$ cat src/rtl/fuc_pkg.sv
// Shared types and constants for the float ULP compare block.
package fuc_pkg;

  localparam int unsigned WORD_W = 32;
  localparam int unsigned TOL_W  = 31;
  localparam int unsigned ADDR_W = 3;

  localparam logic [31:0] SIGN_BIT   = 32'h8000_0000;
  localparam logic [30:0] MIN_NORMAL = 31'h0080_0000;
  localparam logic [31:0] SQ_POS_OFS = 32'h7F80_0001;
  localparam logic [31:0] SQ_NEG_OFS = 32'h807F_FFFF;
  localparam logic [7:0]  EXP_ALL    = 8'hFF;

  localparam logic [TOL_W-1:0] TOL_RESET = 31'd2;

  // Register index, taken from paddr[2].
  typedef enum logic {
    REG_TOL = 1'b0,
    REG_SQZ = 1'b1
  } reg_idx_t;

  typedef struct packed {
    logic [TOL_W-1:0] tol;
    logic             squeeze;
  } fuc_cfg_t;

endpackage

$ cat src/rtl/fuc_if.sv
// Valid/ready stream interfaces for compare requests and results.
interface fuc_in_if;
  logic                      valid;
  logic                      ready;
  logic [fuc_pkg::WORD_W-1:0] expected_word;
  logic [fuc_pkg::WORD_W-1:0] actual_word;

  modport source (output valid, output expected_word, output actual_word, input ready);
  modport sink   (input valid, input expected_word, input actual_word, output ready);
endinterface

interface fuc_out_if;
  logic valid;
  logic ready;
  logic values_differ;

  modport source (output valid, output values_differ, input ready);
  modport sink   (input valid, input values_differ, output ready);
endinterface

$ cat src/rtl/fuc_cfg_regs.sv
// APB-style configuration registers: tolerance and denormal squeeze mode.
module fuc_cfg_regs (
  input  logic                        clk,
  input  logic                        rst_n,
  input  logic                        psel,
  input  logic                        penable,
  input  logic                        pwrite,
  input  logic [fuc_pkg::ADDR_W-1:0]  paddr,
  input  logic [31:0]                 pwdata,
  output logic [31:0]                 prdata,
  output logic                        pready,
  output fuc_pkg::fuc_cfg_t           cfg
);

  logic [fuc_pkg::TOL_W-1:0] tol_r;
  logic [fuc_pkg::TOL_W-1:0] tol_nxt;
  logic                      sqz_r;
  logic                      sqz_nxt;
  logic                      wr_en;
  fuc_pkg::reg_idx_t         idx;

  assign pready = 1'b1;
  assign wr_en  = psel && penable && pwrite;
  assign idx    = fuc_pkg::reg_idx_t'(paddr[2]);

  always_comb begin
    tol_nxt = tol_r;
    sqz_nxt = sqz_r;
    if (wr_en) begin
      case (idx)
        fuc_pkg::REG_TOL: tol_nxt = pwdata[fuc_pkg::TOL_W-1:0];
        fuc_pkg::REG_SQZ: sqz_nxt = pwdata[0];
        default: ;
      endcase
    end
  end

  always_comb begin
    case (idx)
      fuc_pkg::REG_TOL: prdata = {1'b0, tol_r};
      fuc_pkg::REG_SQZ: prdata = {31'd0, sqz_r};
      default:          prdata = 32'd0;
    endcase
  end

  always_ff @(posedge clk) begin
    if (!rst_n) begin
      tol_r <= fuc_pkg::TOL_RESET;
      sqz_r <= 1'b0;
    end else begin
      tol_r <= tol_nxt;
      sqz_r <= sqz_nxt;
    end
  end

  assign cfg.tol     = tol_r;
  assign cfg.squeeze = sqz_r;

endmodule

$ cat src/rtl/fuc_datapath.sv
// Three-register compare pipeline: input words, ordered values, result.
module fuc_datapath (
  input  logic                        clk,
  input  logic                        rst_n,
  input  fuc_pkg::fuc_cfg_t           cfg,
  input  logic                        in_valid,
  output logic                        in_ready,
  input  logic [fuc_pkg::WORD_W-1:0]  in_expected,
  input  logic [fuc_pkg::WORD_W-1:0]  in_actual,
  output logic                        out_valid,
  input  logic                        out_ready,
  output logic                        out_differ
);

  function automatic logic [31:0] order_map(input logic [31:0] w, input logic sq);
    logic [30:0] mag;
    logic [31:0] res;
    mag = w[30:0];
    if (sq) begin
      if (mag < fuc_pkg::MIN_NORMAL) res = fuc_pkg::SIGN_BIT;
      else if (!w[31])               res = fuc_pkg::SQ_POS_OFS + w;
      else                           res = fuc_pkg::SQ_NEG_OFS - {1'b0, mag};
    end else begin
      if (!w[31]) res = fuc_pkg::SIGN_BIT + w;
      else        res = fuc_pkg::SIGN_BIT - {1'b0, mag};
    end
    return res;
  endfunction

  // stage A: raw words
  logic        a_v_r, a_v_nxt;
  logic [31:0] exp_r, act_r;
  // stage B: ordered values and special-class outcome
  logic        b_v_r, b_v_nxt;
  logic [31:0] me_r, ma_r;
  logic        spec_r, spec_diff_r;
  // output stage
  logic        o_v_r, o_v_nxt;
  logic        differ_r;

  logic        o_free, b_free, a_free;
  logic        e_sp, a_sp, e_inf, a_inf, spec_diff;
  logic [32:0] d_fwd;
  logic [31:0] ulp_gap;
  logic        differ;

  assign o_free   = !o_v_r || out_ready;
  assign b_free   = !b_v_r || o_free;
  assign a_free   = !a_v_r || b_free;
  assign in_ready = a_free;

  assign a_v_nxt = a_free ? in_valid : a_v_r;
  assign b_v_nxt = b_free ? a_v_r    : b_v_r;
  assign o_v_nxt = o_free ? b_v_r    : o_v_r;

  // Special classes: exponent all ones; inf has zero fraction.
  always_comb begin
    e_sp  = exp_r[30:23] == fuc_pkg::EXP_ALL;
    a_sp  = act_r[30:23] == fuc_pkg::EXP_ALL;
    e_inf = exp_r[22:0] == 23'd0;
    a_inf = act_r[22:0] == 23'd0;
    if (!(e_sp && a_sp))      spec_diff = 1'b1;
    else if (e_inf && a_inf)  spec_diff = exp_r[31] ^ act_r[31];
    else                      spec_diff = e_inf ^ a_inf;
  end

  always_comb begin
    d_fwd   = {1'b0, me_r} - {1'b0, ma_r};
    ulp_gap = d_fwd[32] ? (ma_r - me_r) : d_fwd[31:0];
    differ  = spec_r ? spec_diff_r : (ulp_gap > {1'b0, cfg.tol});
  end

  always_ff @(posedge clk) begin
    if (!rst_n) begin
      a_v_r <= 1'b0;
      b_v_r <= 1'b0;
      o_v_r <= 1'b0;
    end else begin
      a_v_r <= a_v_nxt;
      b_v_r <= b_v_nxt;
      o_v_r <= o_v_nxt;
    end
  end

  always_ff @(posedge clk) begin
    if (a_free && in_valid) begin
      exp_r <= in_expected;
      act_r <= in_actual;
    end
    if (b_free && a_v_r) begin
      me_r        <= order_map(exp_r, cfg.squeeze);
      ma_r        <= order_map(act_r, cfg.squeeze);
      spec_r      <= e_sp || a_sp;
      spec_diff_r <= spec_diff;
    end
    if (o_free && b_v_r) begin
      differ_r <= differ;
    end
  end

  assign out_valid  = o_v_r;
  assign out_differ = differ_r;

endmodule

$ cat src/rtl/float_ulp_compare_core.sv
// Float ULP compare core: top level.
//
// Compares two IEEE single-precision words, expected and actual, and reports
// values_differ = 1 when they differ by special class (inf/NaN rules) or when
// their ordered-integer distance exceeds ulp_tolerance. Accepts one transfer
// per clock cycle while the output is not backpressured; each result passes
// through the three register stages (input words, ordered values, result).
// Under output backpressure empty stages still fill; the input stalls once
// all three stages hold an item. Configuration registers:
// ulp_tolerance at byte address 0 (reset 2), squeeze_denormals at address 4
// (reset 0); write them only while no transfer is in flight.
module float_ulp_compare_core (
  input  logic                        clk,
  input  logic                        rst_n,
  fuc_in_if.sink                      in_ch,
  fuc_out_if.source                   out_ch,
  input  logic                        psel,
  input  logic                        penable,
  input  logic                        pwrite,
  input  logic [fuc_pkg::ADDR_W-1:0]  paddr,
  input  logic [31:0]                 pwdata,
  output logic [31:0]                 prdata,
  output logic                        pready
);

  fuc_pkg::fuc_cfg_t cfg;

  fuc_cfg_regs u_cfg (
    .clk     (clk),
    .rst_n   (rst_n),
    .psel    (psel),
    .penable (penable),
    .pwrite  (pwrite),
    .paddr   (paddr),
    .pwdata  (pwdata),
    .prdata  (prdata),
    .pready  (pready),
    .cfg     (cfg)
  );

  fuc_datapath u_dp (
    .clk         (clk),
    .rst_n       (rst_n),
    .cfg         (cfg),
    .in_valid    (in_ch.valid),
    .in_ready    (in_ch.ready),
    .in_expected (in_ch.expected_word),
    .in_actual   (in_ch.actual_word),
    .out_valid   (out_ch.valid),
    .out_ready   (out_ch.ready),
    .out_differ  (out_ch.values_differ)
  );

endmodule

$ cat src/flat_wrapper.sv
// flat-port wrapper written by rule: the top's interface ports become plain ports
module float_ulp_compare_core_flat 
  (clk, rst_n, psel, penable, pwrite, paddr, pwdata, prdata, pready, in_ch_valid, in_ch_expected_word, in_ch_actual_word, in_ch_ready, out_ch_valid, out_ch_values_differ, out_ch_ready);
  fuc_in_if in_ch_i ();
  fuc_out_if out_ch_i ();
  input  logic clk;
  input  logic rst_n;
  input  logic psel;
  input  logic penable;
  input  logic pwrite;
  input  logic [fuc_pkg::ADDR_W-1:0] paddr;
  input  logic [31:0] pwdata;
  output logic [31:0] prdata;
  output logic pready;
  input wire logic [$bits(in_ch_i.valid)-1:0] in_ch_valid;
  input wire logic [$bits(in_ch_i.expected_word)-1:0] in_ch_expected_word;
  input wire logic [$bits(in_ch_i.actual_word)-1:0] in_ch_actual_word;
  output wire logic [$bits(in_ch_i.ready)-1:0] in_ch_ready;
  output wire logic [$bits(out_ch_i.valid)-1:0] out_ch_valid;
  output wire logic [$bits(out_ch_i.values_differ)-1:0] out_ch_values_differ;
  input wire logic [$bits(out_ch_i.ready)-1:0] out_ch_ready;
  assign in_ch_i.valid = in_ch_valid;
  assign in_ch_i.expected_word = in_ch_expected_word;
  assign in_ch_i.actual_word = in_ch_actual_word;
  assign in_ch_ready = in_ch_i.ready;
  assign out_ch_valid = out_ch_i.valid;
  assign out_ch_values_differ = out_ch_i.values_differ;
  assign out_ch_i.ready = out_ch_ready;
  float_ulp_compare_core u_core (.clk(clk), .rst_n(rst_n), .in_ch(in_ch_i), .out_ch(out_ch_i), .psel(psel), .penable(penable), .pwrite(pwrite), .paddr(paddr), .pwdata(pwdata), .prdata(prdata), .pready(pready));
endmodule
$ cat config.mk
export PLATFORM = sky130hd
export DESIGN_NAME = float_ulp_compare_core_flat
export DESIGN_NICKNAME = d
export VERILOG_FILES = /design/src/rtl/fuc_pkg.sv /design/src/rtl/fuc_if.sv /design/src/rtl/fuc_cfg_regs.sv /design/src/rtl/fuc_datapath.sv /design/src/rtl/float_ulp_compare_core.sv /design/src/flat_wrapper.sv
export SDC_FILE = /design/constraint.sdc
export NUM_CORES = 1
export LEC_CHECK = 0
export BUFFER_PORTS_ARGS = -buffer_cell sky130_fd_sc_hd__buf_2
export CORE_MARGIN = 2
export CORE_UTILIZATION = 61
export CTS_CLUSTER_DIAMETER = 80
export DETAILED_ROUTE_END_ITERATION = 16
export MAX_ROUTING_LAYER = met4
export PLACE_DENSITY = 0.82
export SETUP_SLACK_MARGIN = 0.05
export SLEW_MARGIN = 20
export SYNTH_ARGS = -nofsm -noshare
export SYNTH_HDL_FRONTEND = slang
export SYNTH_SLANG_ARGS = --single-unit
$ cat constraint.sdc
create_clock -name clk -period 8 [get_ports clk]
set_input_delay 1.6 -clock clk [delete_from_list [all_inputs] [get_ports clk]]
set_output_delay 1.6 -clock clk [all_outputs]
set_load 0.01 [all_outputs]
# [After elaboration in Yosys (flattened, before gate mapping)]
# Cells that the tools add are included.
[totals] register_bits=166 input_bits=106 output_inout_bits=36 wordCells=60
[classes] addsub=10 magnitude_cmp=3 eq_ne=2 n_mux=12 bitwise=3 reduce_logical=18
[ops] op="32-bit two-way mux" count=9
[ops] op="32-bit by 31-bit subtractor with 32-bit output, first input constant" count=4
[ops] op="31-bit by 32-bit adder with 32-bit output, first input constant" count=2
[ops] op="32-bit adder, first input constant" count=2
[ops] op="32-bit case mux with 2 select lines" count=1
[ops] op="31-bit by 24-bit less-than comparator with 1-bit output, second input constant" count=2
[ops] op="23-bit zero test" count=2
[ops] op="32-bit by 32-bit subtractor with 33-bit output" count=1
[ops] op="32-bit by 31-bit greater-than comparator with 1-bit output" count=1
[ops] op="32-bit subtractor" count=1
[ops] op="8-bit equality test, second input constant" count=2
[ops] op="1-bit logical AND" count=7
[ops] op="1-bit logical OR" count=4
[ops] op="2-bit AND reduction" count=2
[ops] op="1-bit zero test" count=3
[ops] op="1-bit two-way mux" count=2
[ops] op="1-bit bitwise XOR" count=2
[ops] op="1-bit NOT" count=1

# [Logic depth before layout (Yosys ltp)]
[depth] depth_word=5 ltp_mapped=23 depth_no_buf=21

# [Cells and area by module]
# Synthesis repeated with hierarchy kept, for this count alone.
[hier_totals] cells_unflattened=1546 area_unflattened_um2=13335.3
[modules_own_cells] module="fuc_datapath" instances=1 cells_each=1367 area_each_um2=11777.5 seq_area_each_um2=3993.8
[modules_own_cells] module="fuc_cfg_regs" instances=1 cells_each=179 area_each_um2=1557.7 seq_area_each_um2=640.6

# [Worst setup path before layout]
# No wires, ideal clock.
[synth_timing] kind="input -> register" startpoint="in out_ch_ready" endpoint="reg u_core.u_dp.ma_r[0] (enable)" setup_ns=0.591 arrival_time_ns=6.500 required_ns=7.409 path_slack_ns=0.909 cell_stages=2 n_path_buf=0 cell_sequence="nor2b_1 -> a21boi_0"
[synth_via] elab_chain_len=3
[synth_lines] element="start, declared" line="flat_wrapper.sv:21" rtl="input wire logic [$bits(out_ch_i.ready)-1:0] out_ch_ready;"
[synth_lines] element="1-bit logical OR" line="fuc_datapath.sv:47" rtl="assign o_free = !o_v_r || out_ready;"
[synth_lines] element="1-bit logical OR" line="fuc_datapath.sv:48" rtl="assign b_free = !b_v_r || o_free;"
[synth_lines] element="1-bit logical AND" line="fuc_datapath.sv:90" rtl="if (b_free && a_v_r) begin"
[synth_lines] element="end signal, assigned" line="fuc_datapath.sv:92" rtl="ma_r <= order_map(act_r, cfg.squeeze);"
[synth_lines] element="end, declared" line="fuc_datapath.sv:35" rtl="logic [31:0] me_r, ma_r;"
# Every way passes these cells.
# A chain may end at the register's enable or synchronous reset.

# [Worst setup path in the final report]
[layout_timing] startpoint="reg u_core.u_dp.me_r[21]" endpoint="reg u_core.u_dp.differ_r (netlist: u_core.u_dp.out_differ), data pin"
[layout_via] elab_chain_len=4 word_cells_on_any_way=5 classes_between="2 x add/sub; 1 x order compare; 2 x mux"
[layout_lines] element="start, declared" line="fuc_datapath.sv:35"
[layout_lines] element="start signal, assigned" line="fuc_datapath.sv:91" rtl="me_r <= order_map(exp_r, cfg.squeeze);"
[layout_lines] element="32-bit by 32-bit subtractor with 33-bit output / 32-bit subtractor (equally long branches)" line="fuc_datapath.sv:68, fuc_datapath.sv:69"
[layout_lines] element="32-bit two-way mux *" line="fuc_datapath.sv:69" rtl="ulp_gap = d_fwd[32] ? (ma_r - me_r) : d_fwd[31:0];"
[layout_lines] element="32-bit by 31-bit greater-than comparator with 1-bit output *" line="fuc_datapath.sv:70" rtl="differ = spec_r ? spec_diff_r : (ulp_gap > {1'b0, cfg.tol});"
[layout_lines] element="1-bit two-way mux *" line="fuc_datapath.sv:70"
[layout_lines] element="net u_core.u_dp.differ" line="fuc_datapath.sv:45" rtl="logic differ;"
[layout_lines] element="end signal, assigned" line="fuc_datapath.sv:97" rtl="differ_r <= differ;"
[layout_lines] element="end, declared" line="fuc_datapath.sv:39" rtl="logic differ_r;"
# Mark *: on every way through the listed nets, which the timed path passes. The rest lies on a longest branch.

==> impl_metrics.json <==
{
  "maxCapViolCount": 0,
  "p_sw_share_pct": 32.9,
  "critical_path.cell_chain": "inv_1 > ha_1 > a21oi_2 > o21ai_2 > a311oi_4 > a31oi_4 > nor3_4 > buf_4 > o211ai_1 > a32oi_1 > xnor2_1 > ha_1 > a21o_1 > a21o_1 > a21o_1 > a21oi_1 > nor2b_1 > o31ai_1 > nand4_1",
  "drtIter0Drc": 1215,
  "grt_use_met2_pct": 45.4,
  "synth.net_count": 1779,
  "p_int_w": 0.00179,
  "grtUsageMet3_pct": 5.80,
  "cts_setup_buffers": 0,
  "power_frac_clock_pct": 30.1,
  "antenna_found_initial": 0,
  "finalCritPeriodShare_pct": 67.2,
  "pin_count": 142,
  "dieArea_um2": 23200,
  "cp.required_ns": 8.15,
  "p_leak_nw": 5.92,
  "status": "finished clean",
  "dr.pass1.iters": 8,
  "ys_seq_elements": 166,
  "grt_usage_pct": 30.2,
  "grt_max_degree": 67,
  "endpoint_kind": "flip-flop",
  "cpPeakStageDelay_ns": 0.59,
  "fillerInstances": 1800,
  "io_buffers": 136,
  "clk_latency_ns": 0.43,
  "grt_overflow_total": 0,
  "cts-root-buf": "clkbuf_16",
  "cpMostUsedCell": "a21o_1",
  "grt_pass1_vias": 11100,
  "clk_pin_slew_ns": 0.07,
  "setup_viol": 0,
  "cp.arrival_ns": 5.52,
  "netlist_instances": 1568,
  "h-tree-depth": 4,
  "yosysUniqueCellTypes": 92,
  "totalWireLength_mm": 34.9,
  "place_ws_ns": 2.77,
  "tightest_slew_ns": 0.852,
  "seq_area_frac_synth_pct": 34.6,
  "synthArstFlopShare_pct": 0,
  "synth_edf_count": 131,
  "hold_buffers": 0,
  "cts_buffers": 17,
  "pwr-share-seq_pct": 40.0,
  "postSynthAreaPerCell_um2": 8.55,
  "gp_congestion": 1.05,
  "yosys-top-cells-area": "edfxtp_1, ha_1, a21oi_1, dfxtp_1, nand2_1",
  "start_util_pct": 61.8,
  "clockBufferDepth": 2,
  "rows": 54,
  "synth_top_area_share_pct": 29.4,
  "grt_use_met1_pct": 40.4,
  "wl_per_cell_um": 18.0,
  "area_delta_synth_final_pct": 9.12,
  "tritoncts": "done",
  "core_um2": 21700,
  "critPathSlowestCell": "nor3_4",
  "final_nets": 1854,
  "vdd_drop_max_mv": 0.149,
  "drive_above_1_share_pct": 13.9,
  "drc": 0,
  "synth.largest_area_cell": "edfxtp_1",
  "hp-class": "flip-flop to flip-flop",
  "crit_fanout": 16,
  "yosys_warnings": 0,
  "num_vias": 12100,
  "start_kind": "flip-flop",
  "fp.dieH_um": 152,
  "fp.dieW_um": 152,
  "finalClockSkew_ns": 0.0103,
  "worst_slack_ns": 2.63,
  "synth-main-ff-cell": "edfxtp_1",
  "dp_hpwl_mm": 26.4,
  "p_comb_share_pct": 30.0,
  "clock_sinks": 166,
  "vias_per_cell": 6.25,
  "powerDensity_nw_per_um2": 182,
  "synth_most_common_cell": "nand2_1",
  "grt_setup_unrepaired": "false",
  "drv_slew": 0,
  "grt_pass1_wl_mm": 55.7,
  "fin_tns_setup_ns": 0,
  "timing_hold_violations_final": 0,
  "ys_top_cells_by_count": "nand2_1, a21oi_1, nor2_1",
  "synth_area_um2": 13400,
  "relSlewSlack_pct": 42.7,
  "critPathKind": "flip-flop to flip-flop",
  "antenna_left": 0,
  "max_freq_ghz": 0.186,
  "diodes": 0,
  "grt_busiest_layer": "met2",
  "cts-resized-gates": 0,
  "fin_crit_ns": 5.37,
  "switchingPower_w": 0.000877
}
## flip-flops by register name, summed over array words and instances (netlist names)
signal and flops:
u_core.u_cfg.sqz_r 1, u_core.u_dp.out_valid 1, u_core.u_dp.out_differ 1, u_core.u_dp.me_r 32, u_core.u_dp.a_v_r 1, u_core.u_dp.spec_diff_r 1, u_core.u_dp.b_v_r 1, u_core.u_dp.act_r 32
u_core.u_cfg.tol_r 31, u_core.u_dp.spec_r 1, u_core.u_dp.exp_r 32, u_core.u_dp.ma_r 32
## metrics by stage
stage	instance area, um2	hold WS (ns)	util [%]	instances	power [W]
after global placement	14100	0.451	64.8	1904	0.00183
after detailed placement	14100	0.459	64.8	1904	0.00186
after global routing	14600	0.488	67.4	1935	0.00280
after floorplan	13400	0.443	-	1568	0.00166
after CTS	14600	0.467	67.4	1935	0.00266
final	14600	0.466	67.4	1935	0.00266
## critical path: cells and delay by family, from the launching register on
kind	cells	cell delay, ns
flops	1	0.37
compound gates	11	2.57
buf+inv	2	0.43
fa+ha+maj	2	0.71
simple gates	3	0.84
xor+xnor	1	0.17
## path summary, 6_finish.rpt
kind,endpoint,cells past startpoint,slack [ns],start
worst max register to register,u_core.u_dp.out_differ,19,2.63,u_core.u_dp.me_r[21]
worst min register to register,u_core.u_cfg.tol_r[12],2,0.47,u_core.u_cfg.tol_r[12]
worst max-delay path,u_core.u_dp.out_differ,19,2.63,u_core.u_dp.me_r[21]
worst min-delay path,u_core.u_cfg.tol_r[12],2,0.47,u_core.u_cfg.tol_r[12]
## logic make-up (layout without fill, tap and decap cells)
group	after synthesis	after routing	share of synthesized area, %
AOI/OAI and AO/OA	501	501	24.6
xor gates and xnor gates	85	85	5.55
adders and majority gates	105	105	9.91
buffers and inverters	215	302	7.05
DFF	166	166	34.6
muxes	21	21	1.61
other	2	2	0.0560
and+or+nand+nor	473	473	16.7
## per-layer routing
layer	vias to the layer above	wire, um
met3	86	2820
met4	0	1380
met1	5639	15000
met5	-	0
li1	5811	-
met2	560	15600
## cell usage in the layout (no fill, tap or decap), drive strengths merged, types with 31 or more instances in the layout
| master | n |
|---|---|
| nand2 | 150 |
| nor2 | 133 |
| edfxtp | 131 |
| dfxtp | 35 |
| o22ai | 35 |
| inv | 128 |
| ha | 103 |
| a21boi | 34 |
| a21oi | 156 |
| xor2 | 44 |
| xnor2 | 41 |
| o21ai | 97 |
| a21o | 38 |
| buf | 144 |
| nand3 | 35 |
| nor3 | 31 |
## area by class of cell
type	count	area (um2)	share of cell area [%]
multi-input combinational	1187	7860	53.7
sequential	166	4640	31.7
timing repair buffer	144	741	5.06
inverter	127	477	3.26
clock buffer	19	433	2.96
tap	280	350	2.40
clock inverter	12	129	0.881
## power by group through the flow
stage	Clock [W]	Sequential (W)	Combinational [W]
after floorplan	0	0.00106	0.000607
after global placement	0	0.00108	0.000755
after detailed placement	0	0.00108	0.000779
after CTS	0.000810	0.00106	0.000784
after global routing	0.000844	0.00107	0.000883
final	0.000800	0.00106	0.000798
(Power assumes the default switching activity.)
